$ cat src/rtl/icp_pkg.sv
// Package for the IPv4 CIDR text parser: field widths, character codes,
// parser state and result types, shared by the interfaces and the RTL modules.
// Depends on nothing.
package icp_pkg;

  localparam int unsigned CharW   = 8;
  localparam int unsigned OctetW  = 8;
  localparam int unsigned PrefixW = 6;
  localparam int unsigned PartW   = 3;
  localparam int unsigned NumOct  = 4;

  localparam logic [CharW-1:0]   DotChar    = 8'h2E;
  localparam logic [CharW-1:0]   SlashChar  = 8'h2F;
  localparam logic [CharW-1:0]   DigitZero  = 8'h30;
  localparam logic [CharW-1:0]   DigitNine  = 8'h39;
  localparam logic [OctetW-1:0]  MaxPrefix  = 8'd32;
  localparam logic [PrefixW-1:0] FullPrefix = 6'd32;

  // Part numbers: three octets closed by '.', the fourth closed by '/'.
  localparam logic [PartW-1:0] PartLastDot = 3'd2;
  localparam logic [PartW-1:0] PartFourth  = 3'd3;
  localparam logic [PartW-1:0] PartPrefix  = 3'd4;

  typedef struct packed {
    logic [OctetW-1:0]             running_value;
    logic                          seen_digit;
    logic [PartW-1:0]              part_index;
    logic [NumOct-1:0][OctetW-1:0] captured_octets;
    logic                          error_seen;
  } parse_state_t;

  typedef struct packed {
    logic              is_valid;
    logic [OctetW-1:0] octet_a;
    logic [OctetW-1:0] octet_b;
    logic [OctetW-1:0] octet_c;
    logic [OctetW-1:0] octet_d;
    logic [PrefixW-1:0] prefix_length;
  } parse_result_t;

  localparam parse_state_t StateClear = '0;

endpackage

$ cat src/rtl/icp_if.sv
// Valid/ready channel interfaces for the IPv4 CIDR text parser: the character
// channel and the result channel. Depends on icp_pkg.
interface icp_char_if;
  import icp_pkg::*;
  logic             valid;
  logic             ready;
  logic [CharW-1:0] char_code;
  logic             end_of_text;

  modport source (output valid, char_code, end_of_text, input ready);
  modport sink   (input valid, char_code, end_of_text, output ready);
endinterface

interface icp_result_if;
  import icp_pkg::*;
  logic               valid;
  logic               ready;
  logic               is_valid;
  logic [OctetW-1:0]  octet_a;
  logic [OctetW-1:0]  octet_b;
  logic [OctetW-1:0]  octet_c;
  logic [OctetW-1:0]  octet_d;
  logic [PrefixW-1:0] prefix_length;

  modport source (output valid, is_valid, octet_a, octet_b, octet_c, octet_d,
                  prefix_length, input ready);
  modport sink   (input valid, is_valid, octet_a, octet_b, octet_c, octet_d,
                  prefix_length, output ready);
endinterface

$ cat src/rtl/ipv4_cidr_text_parser_core.sv
// Top level of the IPv4 CIDR text parser: input register, parser state,
// step logic and result register. Depends on icp_pkg, icp_if and icp_step.
//
// Usage: the text of an IPv4 address, optionally with a "/prefix" suffix,
// arrives on in_ch one character per item, with end_of_text low. An item
// with end_of_text high is the terminator; its char_code is ignored. Each
// terminator produces exactly one item on res_ch: is_valid, the four octets
// and the prefix length (32 when no suffix was given). When the text is
// invalid every octet and the prefix read zero. Character items produce no
// result item. After the terminator the parser starts afresh.
//
// Throughput is one item per cycle unless a terminator waits for the result
// register: the state update is a single combinational multiply-by-ten (two
// shifted adds) and a compare. An accepted terminator is held in the input
// register; its result is loaded into the result register once that register
// is free, and is then offered on res_ch.
// When res_ch stalls, character items keep flowing; a second terminator
// waits in the input register until the pending result has been taken, and
// in_ch.ready stays low while it waits. Synchronous reset empties both
// registers and clears the parser state, so the first item after reset
// starts a new text.
module ipv4_cidr_text_parser_core (
  input  logic               clk,
  input  logic               rst,
  icp_char_if.sink           in_ch,
  icp_result_if.source       res_ch
);
  import icp_pkg::*;

  // Input register.
  logic             in_valid;
  logic [CharW-1:0] in_char;
  logic             in_eot;

  // Parser state, updated as each registered item is consumed.
  parse_state_t  state;
  parse_state_t  state_next;
  parse_result_t result_next;

  // Result register.
  logic          res_valid;
  parse_result_t res_data;

  logic res_free;
  logic advance;

  icp_step u_step (
    .state       (state),
    .char_code   (in_char),
    .end_of_text (in_eot),
    .state_next  (state_next),
    .result      (result_next)
  );

  // The result register can take a new value when empty or being drained.
  assign res_free = !res_valid || res_ch.ready;
  // A character item always moves on; a terminator needs room for its result.
  assign advance  = in_valid && (!in_eot || res_free);

  assign in_ch.ready = !in_valid || advance;

  always_ff @(posedge clk) begin
    if (rst) begin
      in_valid <= 1'b0;
    end else if (in_ch.ready) begin
      in_valid <= in_ch.valid;
    end
  end

  always_ff @(posedge clk) begin
    if (in_ch.ready && in_ch.valid) begin
      in_char <= in_ch.char_code;
      in_eot  <= in_ch.end_of_text;
    end
  end

  always_ff @(posedge clk) begin
    if (rst) begin
      state <= StateClear;
    end else if (advance) begin
      state <= state_next;
    end
  end

  always_ff @(posedge clk) begin
    if (rst) begin
      res_valid <= 1'b0;
    end else if (advance && in_eot) begin
      res_valid <= 1'b1;
    end else if (res_ch.ready) begin
      res_valid <= 1'b0;
    end
  end

  always_ff @(posedge clk) begin
    if (advance && in_eot) begin
      res_data <= result_next;
    end
  end

  assign res_ch.valid         = res_valid;
  assign res_ch.is_valid      = res_data.is_valid;
  assign res_ch.octet_a       = res_data.octet_a;
  assign res_ch.octet_b       = res_data.octet_b;
  assign res_ch.octet_c       = res_data.octet_c;
  assign res_ch.octet_d       = res_data.octet_d;
  assign res_ch.prefix_length = res_data.prefix_length;

endmodule

$ cat src/rtl/icp_step.sv
// Combinational per-character step of the IPv4 CIDR text parser: next parser
// state and, for a terminator, the result. Depends on icp_pkg.
module icp_step (
  input  icp_pkg::parse_state_t          state,
  input  logic [icp_pkg::CharW-1:0]      char_code,
  input  logic                           end_of_text,
  output icp_pkg::parse_state_t          state_next,
  output icp_pkg::parse_result_t         result
);
  import icp_pkg::*;

  logic              is_digit;
  logic [3:0]        digit;
  logic [11:0]       value_ext;
  logic              too_large;
  parse_state_t      after_char;
  parse_state_t      closed;
  logic              ok;
  logic              at_fourth;
  logic              at_prefix;

  assign is_digit  = (char_code >= DigitZero) && (char_code <= DigitNine);
  assign digit     = 4'(char_code - DigitZero);
  // Ten times the value as two shifted copies, plus the new digit.
  assign value_ext = {1'b0, state.running_value, 3'b000}
                   + {3'b000, state.running_value, 1'b0}
                   + {8'h00, digit};
  assign too_large = |value_ext[11:8];

  always_comb begin
    closed = state;
    closed.captured_octets[state.part_index[1:0]] = state.running_value;
    closed.part_index    = state.part_index + 3'd1;
    closed.running_value = '0;
    closed.seen_digit    = 1'b0;
  end

  always_comb begin
    after_char = state;
    if (!state.error_seen) begin
      priority if (is_digit) begin
        if (too_large) begin
          after_char.error_seen = 1'b1;
        end else begin
          after_char.running_value = value_ext[7:0];
          after_char.seen_digit    = 1'b1;
        end
      end else if (char_code == DotChar) begin
        if (!state.seen_digit || (state.part_index > PartLastDot)) begin
          after_char.error_seen = 1'b1;
        end else begin
          after_char = closed;
        end
      end else if (char_code == SlashChar) begin
        if (!state.seen_digit || (state.part_index != PartFourth)) begin
          after_char.error_seen = 1'b1;
        end else begin
          after_char = closed;
        end
      end else begin
        after_char.error_seen = 1'b1;
      end
    end
  end

  assign state_next = end_of_text ? StateClear : after_char;

  assign at_fourth = (state.part_index == PartFourth);
  assign at_prefix = (state.part_index == PartPrefix);

  always_comb begin
    ok = !state.error_seen && state.seen_digit && (at_fourth || at_prefix);
    if (at_prefix && (state.running_value > MaxPrefix)) begin
      ok = 1'b0;
    end
    result = '0;
    if (ok) begin
      result.is_valid = 1'b1;
      result.octet_a  = state.captured_octets[0];
      result.octet_b  = state.captured_octets[1];
      result.octet_c  = state.captured_octets[2];
      if (at_fourth) begin
        result.octet_d       = state.running_value;
        result.prefix_length = FullPrefix;
      end else begin
        result.octet_d       = state.captured_octets[3];
        result.prefix_length = state.running_value[PrefixW-1:0];
      end
    end
  end

endmodule

$ cat src/flat_wrapper.sv
// flat-port wrapper written by rule: the top's interface ports become plain ports
module ipv4_cidr_text_parser_core_flat import icp_pkg::*;
  (clk, rst, in_ch_valid, in_ch_char_code, in_ch_end_of_text, in_ch_ready, res_ch_valid, res_ch_is_valid, res_ch_octet_a, res_ch_octet_b, res_ch_octet_c, res_ch_octet_d, res_ch_prefix_length, res_ch_ready);
  icp_char_if in_ch_i ();
  icp_result_if res_ch_i ();
  input  logic clk;
  input  logic rst;
  input wire logic [$bits(in_ch_i.valid)-1:0] in_ch_valid;
  input wire logic [$bits(in_ch_i.char_code)-1:0] in_ch_char_code;
  input wire logic [$bits(in_ch_i.end_of_text)-1:0] in_ch_end_of_text;
  output wire logic [$bits(in_ch_i.ready)-1:0] in_ch_ready;
  output wire logic [$bits(res_ch_i.valid)-1:0] res_ch_valid;
  output wire logic [$bits(res_ch_i.is_valid)-1:0] res_ch_is_valid;
  output wire logic [$bits(res_ch_i.octet_a)-1:0] res_ch_octet_a;
  output wire logic [$bits(res_ch_i.octet_b)-1:0] res_ch_octet_b;
  output wire logic [$bits(res_ch_i.octet_c)-1:0] res_ch_octet_c;
  output wire logic [$bits(res_ch_i.octet_d)-1:0] res_ch_octet_d;
  output wire logic [$bits(res_ch_i.prefix_length)-1:0] res_ch_prefix_length;
  input wire logic [$bits(res_ch_i.ready)-1:0] res_ch_ready;
  assign in_ch_i.valid = in_ch_valid;
  assign in_ch_i.char_code = in_ch_char_code;
  assign in_ch_i.end_of_text = in_ch_end_of_text;
  assign in_ch_ready = in_ch_i.ready;
  assign res_ch_valid = res_ch_i.valid;
  assign res_ch_is_valid = res_ch_i.is_valid;
  assign res_ch_octet_a = res_ch_i.octet_a;
  assign res_ch_octet_b = res_ch_i.octet_b;
  assign res_ch_octet_c = res_ch_i.octet_c;
  assign res_ch_octet_d = res_ch_i.octet_d;
  assign res_ch_prefix_length = res_ch_i.prefix_length;
  assign res_ch_i.ready = res_ch_ready;
  ipv4_cidr_text_parser_core u_core (.clk(clk), .rst(rst), .in_ch(in_ch_i), .res_ch(res_ch_i));
endmodule
$ cat config.mk
export PLATFORM = sky130hd
export DESIGN_NAME = ipv4_cidr_text_parser_core_flat
export DESIGN_NICKNAME = d
export VERILOG_FILES = /design/src/rtl/icp_pkg.sv /design/src/rtl/icp_if.sv /design/src/rtl/ipv4_cidr_text_parser_core.sv /design/src/rtl/icp_step.sv /design/src/flat_wrapper.sv
export SDC_FILE = /design/constraint.sdc
export NUM_CORES = 1
export LEC_CHECK = 0
export BUFFER_PORTS_ARGS = -buffer_cell sky130_fd_sc_hd__buf_2
export CORE_MARGIN = 5
export CORE_UTILIZATION = 40
export CTS_CLUSTER_SIZE = 8
export DETAILED_ROUTE_END_ITERATION = 16
export PLACE_DENSITY = 0.62
export SETUP_SLACK_MARGIN = 0.15
export SLEW_MARGIN = 25
export SYNTH_ARGS = -nofsm -noshare
export SYNTH_HDL_FRONTEND = slang
export SYNTH_SLANG_ARGS = --single-unit
$ cat constraint.sdc
create_clock -name clk -period 4.6 [get_ports clk]
set_input_delay 0.23 -clock clk [delete_from_list [all_inputs] [get_ports clk]]
set_output_delay 0.23 -clock clk [all_outputs]
set_load 0.01 [all_outputs]
==> impl_metrics.env <==
export IMPL_status="completed"
export IMPL_cts_resized=0
export IMPL_cp_arrival_ns=3.63
export IMPL_cts_hold_fix_buffers=0
export IMPL_synthAdderAreaFrac_pct=6.97
export IMPL_place_gp_congestion=0.791
export IMPL_slowest_stage="fa_1"
export IMPL_grt_pass1_wl_um=14200
export IMPL_fin_skew_ns=0.0138
export IMPL_synth_compound_area_share_pct=14.2
export IMPL_hp_start="in_ch_char_code[5]"
export IMPL_slew_violations=0
export IMPL_layout_cells_non_filler=549
export IMPL_crit_start="u_core.state[37]$_SDFFE_PP0P_"
export IMPL_cts_tree="yes"
export IMPL_timing_rr_start="u_core.state[37]$_SDFFE_PP0P_"
export IMPL_fp_dieArea_sq_um=12600
export IMPL_synth_distinct_cells=51
export IMPL_detail_route_wl_per_cell_um=15.7
export IMPL_post_cts_buffers=0
export IMPL_viasPerCell=5.15
export IMPL_p_leak_nw=1.81
export IMPL_die_h_um=112
export IMPL_route_detailed_drc=0
export IMPL_grt_total_usage_pct=14.1
export IMPL_cp_required_ns=4.87
export IMPL_grt_pass1_vias=2782
export IMPL_dpl_cell_area_sq_um=4580
export IMPL_synth_edff_count=48
export IMPL_cp_top_family="adder cells"
export IMPL_cts_buffers=9
export IMPL_synth_top_family_by_area="simple AND/OR/NAND/NOR gates"
export IMPL_final_common_cell="buf_2"
export IMPL_drtPass1Iterations=4
export IMPL_grt_setup_unrepaired="false"
export IMPL_area_growth_pct=15.7
export IMPL_cts_sinks=95
export IMPL_syn_instance_count=350
export IMPL_crit_top_cell="fa_1"
export IMPL_hp_class="primary input to flip-flop"
export IMPL_yosys_warnings=0
export IMPL_initial_core_util_pct=40.7
export IMPL_clock_fmax_mhz=298
export IMPL_p_per_area_nw_per_um2=316
export IMPL_fin_nets=443
export IMPL_slowest_delay_ns=0.55
export IMPL_synth_ff_type="edfxtp_1"
export IMPL_drtIter0Drc=264
export IMPL_yosysSeqAreaShare_pct=57.2
export IMPL_grt_overflow=0
export IMPL_clkTransAtPathRegs_ns=0.10
export IMPL_critPathKind="flip-flop to flip-flop"
export IMPL_end_kind="flip-flop"
export IMPL_fin_setup_tns_ns=0
export IMPL_synth_xor_area_share_pct=0.421
export IMPL_final_cell_mix="buf_2 (53), edfxtp_1 (48), dfxtp_1 (47)"
export IMPL_ant_nets=0
export IMPL_dpl_hpwl_um=6070
export IMPL_die_w_um=112
export IMPL_ios=54
export IMPL_cts_root_buf="clkbuf_8"
export IMPL_antenna_cells=0
export IMPL_clkLatencyLatePin_ns=0.38
export IMPL_hold_viol_final=0
export IMPL_via_count=2830
export IMPL_synth_avg_cell_area_sq_um=11.9
export IMPL_vdd_ir_drop_max_uv=174
export IMPL_final_cell_area_sq_um=4820
export IMPL_drive_gt1_share_pct=19.6
export IMPL_antenna_found_initial=0
export IMPL_cts_buffer_depth=2
export IMPL_htree_levels=3
export IMPL_syn_num_nets=385
export IMPL_core_sq_um=10200
export IMPL_place_inst=532
export IMPL_async_flop_share_pct=0
export IMPL_ys_ff_latch=95
export IMPL_pre_cts_slack_ns=1.27
export IMPL_cp_buffers_inverters=2
export IMPL_synth_simple_area_share_pct=14.7
export IMPL_rows=37
export IMPL_maxCapViolCount=0
export IMPL_muxShareOfSynthArea_pct=4.12
export IMPL_setup_slack_ns=1.24
export IMPL_period_share_pct=73.0
export IMPL_tightest_slew_ns=0.871
export IMPL_portBuffers=53
export IMPL_start_kind="flip-flop"
export IMPL_path_cells="inv_1 -> fa_1 -> fa_1 -> nand2b_1 -> a21oi_1 -> a22o_1 -> o2111ai_1 -> o31ai_1 -> buf_4 -> mux2_1"
export IMPL_grt_max_degree=41
export IMPL_syn_area_sq_um=4170
export IMPL_postRouteWirelength_um=8630
export IMPL_critPathMaxFanout=9
export IMPL_setup_violations_final=0
export IMPL_whs_ns=0.0281
export IMPL_relSlewSlack_pct=41.6
export IMPL_finalCriticalPeriod_ns=3.36
worst paths after layout:
| kind | end | slack [ns] | cells after the start |
|---|---|---|---|
| worst max-delay path | u_core.state[36]$_SDFFE_PP0P_ | 1.24 | 10 |
| worst min-delay path | u_core.in_char[5]$_DFFE_PP_ | 0.03 | 1 |
| worst max register to register | u_core.state[36]$_SDFFE_PP0P_ | 1.24 | 10 |
| worst min register to register | u_core.state[20]$_SDFFE_PP0P_ | 0.47 | 1 |
cell usage after synthesis, types with 2 or more instances:
| master | count | area [sq um] |
|---|---|---|
| and2_1 | 28 | 175 |
| a31oi_1 | 2 | 12.5 |
| a211oi_1 | 4 | 30.0 |
| a21oi_1 | 15 | 75.1 |
| nand3b_1 | 3 | 22.5 |
| nand2b_1 | 12 | 75.1 |
| clkbuf_1 | 5 | 18.8 |
| o21ai_0 | 5 | 25.0 |
| nor3_1 | 3 | 15.0 |
| buf_2 | 2 | 10.0 |
| fa_1 | 2 | 40.0 |
| edfxtp_1 | 48 | 1440 |
| a21o_1 | 3 | 22.5 |
| buf_4 | 2 | 15.0 |
| o31ai_1 | 2 | 15.0 |
| nor2_1 | 24 | 90.1 |
| nand2_1 | 23 | 86.3 |
| ha_1 | 20 | 250 |
| or4_1 | 2 | 15.0 |
| dfxtp_1 | 47 | 941 |
| o2bb2ai_1 | 32 | 280 |
| o2111ai_1 | 2 | 17.5 |
| nand3_1 | 6 | 30.0 |
| nor2b_1 | 2 | 12.5 |
| inv_1 | 14 | 52.6 |
| mux2i_1 | 16 | 160 |
| nor4_1 | 2 | 12.5 |
area by class of cell:
type | instances | area (sq um)
inverters | 14 | 52.6
flip-flops and latches | 95 | 2380
well taps | 136 | 170
multi-input cells | 231 | 1690
fillers | 934 | 5410
clock buffers | 9 | 124
repair buffers | 57 | 315
clock inverters | 7 | 86.3
power by group:
part / leakage, nW / internal (mW) / switching, mW
Clock: 0.105 / 0.220 / 0.338
Combinational: 0.860 / 0.0211 / 0.0362
Sequential: 0.842 / 0.899 / 0.00751
registers in the layout (all words and copies together) (netlist names):
signal,flops
u_core.res_ch.is_valid,1
u_core.res_ch.octet_c,8
u_core.in_char,8
u_core.in_eot,1
u_core.state,45
u_core.res_ch.octet_a,8
u_core.res_ch.octet_d,8
u_core.res_ch.octet_b,8
u_core.res_ch.valid,1
u_core.in_valid,1
u_core.res_ch.prefix_length,6
logic make-up (layout without fill, tap and decap cells):
logic type               after synthesis  in the layout
AO/OA/AOI/OAI                         75             75
XOR/XNOR                               2              2
adder cells (fa/ha/maj)               22             22
buffers and inverters                 24             87
flip-flops                            95             95
multiplexers                          17             17
AND/OR/NAND/NOR                      115            115
through the flow:
step / utilization (%) / total power [mW]
floorplan: - / 0.959
global placement: 44.8 / 0.980
detailed placement: 44.8 / 0.981
CTS: 46.9 / 1.53
global route: 47.1 / 1.58
finish: 47.1 / 1.52
metal layers:
layer  GRT usage (%)  vias up  routed length, um
met5               0        -                  0
met4            4.81        0                178
met3            4.37       12                559
met2            21.7       90               3850
met1            19.0     1318               4040
li1                -     1410                  -
Note: power is estimated with default switching activity, not from simulation.
